### src/design/depth_tested_pixel_store_assert.svh
// Assertion macros for the depth-tested pixel store.
// Included by the top level; no other dependencies.
`ifndef DEPTH_TESTED_PIXEL_STORE_ASSERT_SVH
`define DEPTH_TESTED_PIXEL_STORE_ASSERT_SVH

// Same-cycle implication, checked outside reset.
`define DTPS_ASSERT_NOW(lbl, clk, rst_n, ante, cons, msg) \
  lbl: assert property (@(posedge clk) disable iff (!rst_n) (ante) |-> (cons)) \
    else $error(msg);

// Next-cycle implication, checked outside reset.
`define DTPS_ASSERT_NEXT(lbl, clk, rst_n, ante, cons, msg) \
  lbl: assert property (@(posedge clk) disable iff (!rst_n) (ante) |=> (cons)) \
    else $error(msg);

`endif

### src/design/dtps_pkg.sv
// Shared types, codes and the decimal digit table of the depth-tested pixel store.
// No dependencies.
package dtps_pkg;

  localparam int MaxWidthDef  = 64;
  localparam int MaxHeightDef = 32;
  localparam int DepthBitsDef = 16;

  localparam int CfgAddrW  = 3;
  localparam int InTdataW  = 40;
  localparam int OutTdataW = 24;

  localparam logic [6:0] FRAME_WIDTH_RST  = 7'd64;
  localparam logic [5:0] FRAME_HEIGHT_RST = 6'd32;

  // register index, taken from paddr[2]
  localparam logic REG_FRAME_WIDTH  = 1'b0;
  localparam logic REG_FRAME_HEIGHT = 1'b1;

  localparam logic [1:0] OP_PLOT  = 2'd0;
  localparam logic [1:0] OP_CLEAR = 2'd1;
  localparam logic [1:0] OP_READ  = 2'd2;

  localparam logic [2:0] ST_WRITTEN = 3'd0;
  localparam logic [2:0] ST_HIDDEN  = 3'd1;
  localparam logic [2:0] ST_RANGE   = 3'd2;
  localparam logic [2:0] ST_CLEARED = 3'd3;
  localparam logic [2:0] ST_READ    = 3'd4;

  typedef struct packed {
    logic capture;  // latch the accepted transaction
    logic look;     // read the store at the latched address
    logic finish;   // commit the write and load the result register
    logic sweep;    // zero one store entry
  } dtps_cmd_t;

  typedef struct packed {
    logic       sweep_done;
    logic       out_free;
    logic [1:0] in_op;
  } dtps_stat_t;

  // {hundreds, tens, ones} as 6-bit ASCII for every byte value
  typedef logic [255:0][17:0] digit_tab_t;

  function automatic digit_tab_t build_digits();
    digit_tab_t tab;
    int h;
    int t;
    int o;
    h = 0;
    t = 0;
    o = 0;
    for (int i = 0; i < 256; i++) begin
      tab[i] = {6'(48 + h), 6'(48 + t), 6'(48 + o)};
      o++;
      if (o == 10) begin
        o = 0;
        t++;
        if (t == 10) begin
          t = 0;
          h++;
        end
      end
    end
    return tab;
  endfunction

  localparam digit_tab_t DIGIT_TAB = build_digits();

endpackage

### src/design/dtps_ctrl.sv
// Controller of the depth-tested pixel store: sequences accept, lookup, commit and sweeps.
// Depends on dtps_pkg.
module dtps_ctrl (
  input  logic                clk_i,
  input  logic                rst_ni,
  input  logic                in_valid_i,
  output logic                in_ready_o,
  input  dtps_pkg::dtps_stat_t stat_i,
  output dtps_pkg::dtps_cmd_t  cmd_o
);

  typedef enum logic [1:0] {
    S_SWEEP,
    S_IDLE,
    S_LOOK,
    S_EVAL
  } state_e;

  state_e state_q;
  logic   clear_pend_q;

  assign in_ready_o = (state_q == S_IDLE);

  always_comb begin
    cmd_o         = '0;
    cmd_o.capture = (state_q == S_IDLE) && in_valid_i;
    cmd_o.look    = (state_q == S_LOOK);
    cmd_o.finish  = (state_q == S_EVAL) && stat_i.out_free;
    cmd_o.sweep   = (state_q == S_SWEEP);
  end

  always_ff @(posedge clk_i or negedge rst_ni) begin
    if (!rst_ni) begin
      state_q      <= S_SWEEP;
      clear_pend_q <= 1'b0;
    end else begin
      case (state_q)
        S_SWEEP: begin
          if (stat_i.sweep_done) begin
            state_q <= clear_pend_q ? S_EVAL : S_IDLE;
          end
        end
        S_IDLE: begin
          if (in_valid_i) begin
            case (stat_i.in_op)
              dtps_pkg::OP_PLOT,
              dtps_pkg::OP_READ: state_q <= S_LOOK;
              dtps_pkg::OP_CLEAR: begin
                state_q      <= S_SWEEP;
                clear_pend_q <= 1'b1;
              end
              default: state_q <= S_EVAL;
            endcase
          end
        end
        S_LOOK: state_q <= S_EVAL;
        S_EVAL: begin
          if (stat_i.out_free) begin
            state_q      <= S_IDLE;
            clear_pend_q <= 1'b0;
          end
        end
        default: state_q <= S_IDLE;
      endcase
    end
  end

endmodule

### config.mk
export PLATFORM = sky130hd
export DESIGN_NAME = dtps_ctrl
export DESIGN_NICKNAME = d
export VERILOG_FILES = /design/src/design/depth_tested_pixel_store_assert.svh /design/src/design/dtps_pkg.sv /design/src/design/dtps_ctrl.sv
export SDC_FILE = /design/constraint.sdc
export NUM_CORES = 1
export LEC_CHECK = 0
export BUFFER_PORTS_ARGS = -buffer_cell sky130_fd_sc_hd__buf_4
export CAP_MARGIN = 20
export CELL_PAD_IN_SITES_DETAIL_PLACEMENT = 0
export CELL_PAD_IN_SITES_GLOBAL_PLACEMENT = 1
export CORE_AREA = 10 10 47 49
export CTS_CLUSTER_SIZE = 25
export DETAILED_ROUTE_END_ITERATION = 10
export DIE_AREA = 0 0 57 59
export GPL_TIMING_DRIVEN = 0
export MAX_ROUTING_LAYER = met4
export PLACE_DENSITY_LB_ADDON = 0.1
export SYNTH_ARGS = -nofsm -noshare
export SYNTH_HDL_FRONTEND = slang
export SYNTH_SLANG_ARGS = --single-unit
### constraint.sdc
create_clock -name clk_i -period 2.15 [get_ports clk_i]
set_input_delay 0 -clock clk_i [delete_from_list [all_inputs] [get_ports clk_i]]
set_output_delay 0 -clock clk_i [all_outputs]
set_load 0.01 [all_outputs]
## Word level (Yosys, flattened, before mapping)

Cells that the tools add are included.
W data, S select, Z words.

| operators by class | value |
|---|---|
| equality and inequality tests | 9 |
| muxes and demuxes | 10 |
| reductions and logical operators | 8 |

Operator list:

| kind | count |
|---|---|
| $mux W2 | 4 |
| $pmux W2 S4 | 1 |
| $eq A2 B2 Y1 const B | 3 |
| $ne A2 B2 Y1 const B | 3 |
| $eq A2 B1 Y1 const B | 2 |
| $logic_not A2 Y1 | 2 |
| $pmux W2 S2 | 1 |
| $reduce_and A4 Y1 | 1 |
| $mux W1 | 3 |
| $reduce_and A3 Y1 | 1 |
| $logic_and A1 B1 Y1 | 2 |
| $ne A2 B1 Y1 const B | 1 |
| $pmux W1 S2 | 1 |
| $reduce_bool A2 Y1 | 1 |
| $reduce_or A2 Y1 | 1 |

| word-level totals | value |
|---|---|
| register bits after elaboration | 3 |
| input bits | 7 |

## Logic depth before layout (Yosys ltp)

| depth | value |
|---|---|
| word-level depth | 5 |
| mapped depth | 3 |

## Least setup slack after synthesis

No wires, ideal clock.

| path | value |
|---|---|
| path type | register to register |
| start | register state_q[1] |
| end | register state_q[1] |
| setup time | 138 ps |
| arrival time | 767 ps |
| path slack | 1244 ps |
| cell stages (with the launch flop) | 3 |
| cells stage by stage | dfrtp_1 nor2_1 a221oi_2 |

RTL lines:

| item | line | source |
|---|---|---|
| from (decl) | dtps_ctrl.sv:19 | `state_e state_q;` |
| from (signal assigned) | dtps_ctrl.sv:40 | `state_q <= clear_pend_q ? S_EVAL : S_IDLE;` |

==> run summary <==
wire per inst -> 11.8 um
Die W -> 57 um
worst-path fanout max -> 8
DP Area -> 285 um^2
slowest cell on the critical path -> dfrtp_1
Clk pin slew, worst setup/hold paths -> 0.04 ns
critical path class -> reg -> out
sequential share of power -> 0.301
metal1 wirelength -> 243 um
Row Count -> 14
CTS Sinks -> 3
synth warn -> 0
Critical Path RT -> 2.15 ns
IO Port Bufs -> 11
global-route wire length before repair -> 1.06 mm
post-route ant nets -> 0
Synth Instances -> 20
Netlist cell types -> 12
Clk pwr share -> 0.271
Area Growth Syn to Fin -> 76.0%
Highest Signal Layer -> met4
dpl cells -> 47
crit path launch type -> flip-flop
fraction of layout cells with a size suffix above 1 -> 0.472
fill count -> 164
via count -> 208
pwr dens -> 1150 nW/um^2
cts bufs inserted -> 3
I/O pins -> 12
CP Cell Sequence -> nor2b_4, and2_1, buf_4
Max Slew Vio Count -> 0
slew margin rel. -> 0.835
synthesized flop and latch total -> 3
Crit path arrival time -> 1.17 ns
syn_area_per_cell -> 9.13 um^2
switch share -> 0.354
gpl congestion -> 0.680
Pleak -> 0.158 nW
Synth Cell Area -> 183 um^2
crit path capture type -> output pin
met2 routed WL -> 308 um
die area -> 3360 um^2
clk_skew -> 0.000636 ns
CTS tree -> built
status -> completed
peak supply drop -> 392 uV
vias per cell -> 4.00
Final #Nets -> 44
sw power -> 0.131 mW
largest net degree at the start of global routing -> 9
WL final -> 613 um
RSZ-0062 raised after global routing -> no
core area -> 1400 um^2
Post-Syn Nets -> 27
DRT Pass-1 Iters -> 1
initial antenna violation count -> 0
min-delay worst type -> in -> reg
Slew @ Worst Pin -> 0.248 ns
reg-to-reg setup timing slack -> 1.17 ns
Post-route DRC -> 0
CTS H-tree lvls -> 1
Largest stage delay, worst path -> 0.47 ns
design internal power -> 0.238 mW
GRT Resource Usage Total -> 0.0458
vias in the first global route -> 246
Die Y -> 59 um
Initial Util -> 0.130
Period Utilization, post-route -> 0.543
Finished Cell Area -> 322 um^2
Setup TNS Final -> 0 ns
DRT iter0 DRCs -> 0
Fin. Hold Viols -> 0
part of the power in combinational logic -> 0.428
WL met3 -> 28 um
antenna cells -> 0
register area share after synthesis -> 0.411
crit path time final -> 1.17 ns
maximum clock insertion buffer count -> 2
root buffer selected by CTS -> clkbuf_4
final setup fails -> 0
non-filler cells, final -> 52
Max Cap Violations -> 0
Storage cell area -> 75.1 um^2
grt total ovfl -> 0
multi-input logic area -> 108 um^2
fmax -> 0.857 GHz
worst skew pair latency -> 0.23 ns
## layout by cell type (no fill, tap or decap)
cell type / Yosys / layout
nand2b_1: 1 / 1
o21bai_1: 1 / 1
buf_4: 0 / 11
nor2b_1: 2 / 2
a31oi_1: 1 / 1
dlygate4sd3_1: 0 / 1
and2_1: 1 / 1
nor2_1: 2 / 2
clkbuf_4: 0 / 3
a221oi_2: 1 / 1
dfrtp_1: 3 / 3
a21oi_1: 2 / 2
nor2b_4: 1 / 1
and3_2: 1 / 1
nand2_1: 4 / 4
clkbuf_1: 0 / 1
## metal layers
metal / track usage / vias to the layer above
li1: - / 102
met1: 0.0393 / 93
met2: 0.0605 / 9
met3: 0.0150 / 4
met4: 0.0805 / 0
met5: - / -
## metrics by stage
step	power [mW]	worst slack (ns)	hold slack, ns	util
floorplan	0.193	1.24	-0.296	-
detailed placement	0.272	1.18	-0.209	0.204
finish	0.369	0.983	0.0366	0.229
CTS	0.378	0.975	0.0362	0.229
global placement	0.276	1.15	-0.211	0.204
global route	0.407	0.890	0.0542	0.229
## power groups by stage
stage	Sequential (mW)	Combinational [mW]	Clock [mW]
2_1_floorplan	0.102	0.0902	0
3_3_place_gp	0.115	0.161	0
3_5_place_dp	0.113	0.160	0
4_1_cts	0.111	0.163	0.104
5_1_grt	0.117	0.175	0.115
6_report	0.111	0.158	0.100
## timing repair
item / 4_1_cts / 5_1_grt
buffers inserted: 0 / 0
hold buffers: 1 / 0
endpoints found under the hold margin: 3 / 0
resized for setup: 0 / 0
## flip-flops by register name, indices dropped and copies added, names as in the netlist
register      flops
state_q           2
clear_pend_q      1
## worst max-delay path: cells and delay by family (launching register included)
family / cells / cell delay (ns)
and+or+nand+nor: 2 / 0.35
DFF: 1 / 0.47
buffers and inverters: 1 / 0.11
## cells in the mapped netlist
library cell / number / share of area
nor2b_4: 1 / 0.075
nand2_1: 4 / 0.082
nor2b_1: 2 / 0.068
nor2_1: 2 / 0.041
nand2b_1: 1 / 0.034
and2_1: 1 / 0.034
a31oi_1: 1 / 0.034
a21oi_1: 2 / 0.055
and3_2: 1 / 0.041
o21bai_1: 1 / 0.041
dfrtp_1: 3 / 0.41
a221oi_2: 1 / 0.082
## cells by family after synthesis
family	synth area share
AO/OA/AOI/OAI	0.212
flip-flops	0.411
AND/OR/NAND/NOR	0.377
## final timing paths
check                             start            to  cells past startpoint
min in group asynchronous        rst_ni  clear_pend_q                      2
min                           stat_i[3]    state_q[0]                      3
min reg2reg                clear_pend_q  clear_pend_q                      2
max reg2reg                  state_q[0]    state_q[1]                      2
max                          state_q[0]      cmd_o[3]                      3
max in group asynchronous        rst_ni    state_q[1]                      2
## layout make-up
cell class                      count  share of cell area
Tap cell                           16              0.0623
Timing Repair Buffer               12               0.288
Clock buffer                        4              0.0817
Sequential cell                     3               0.233
Multi-Input combinational cell     17               0.335
No activity file was read; power rests on OpenSTA's default activity.
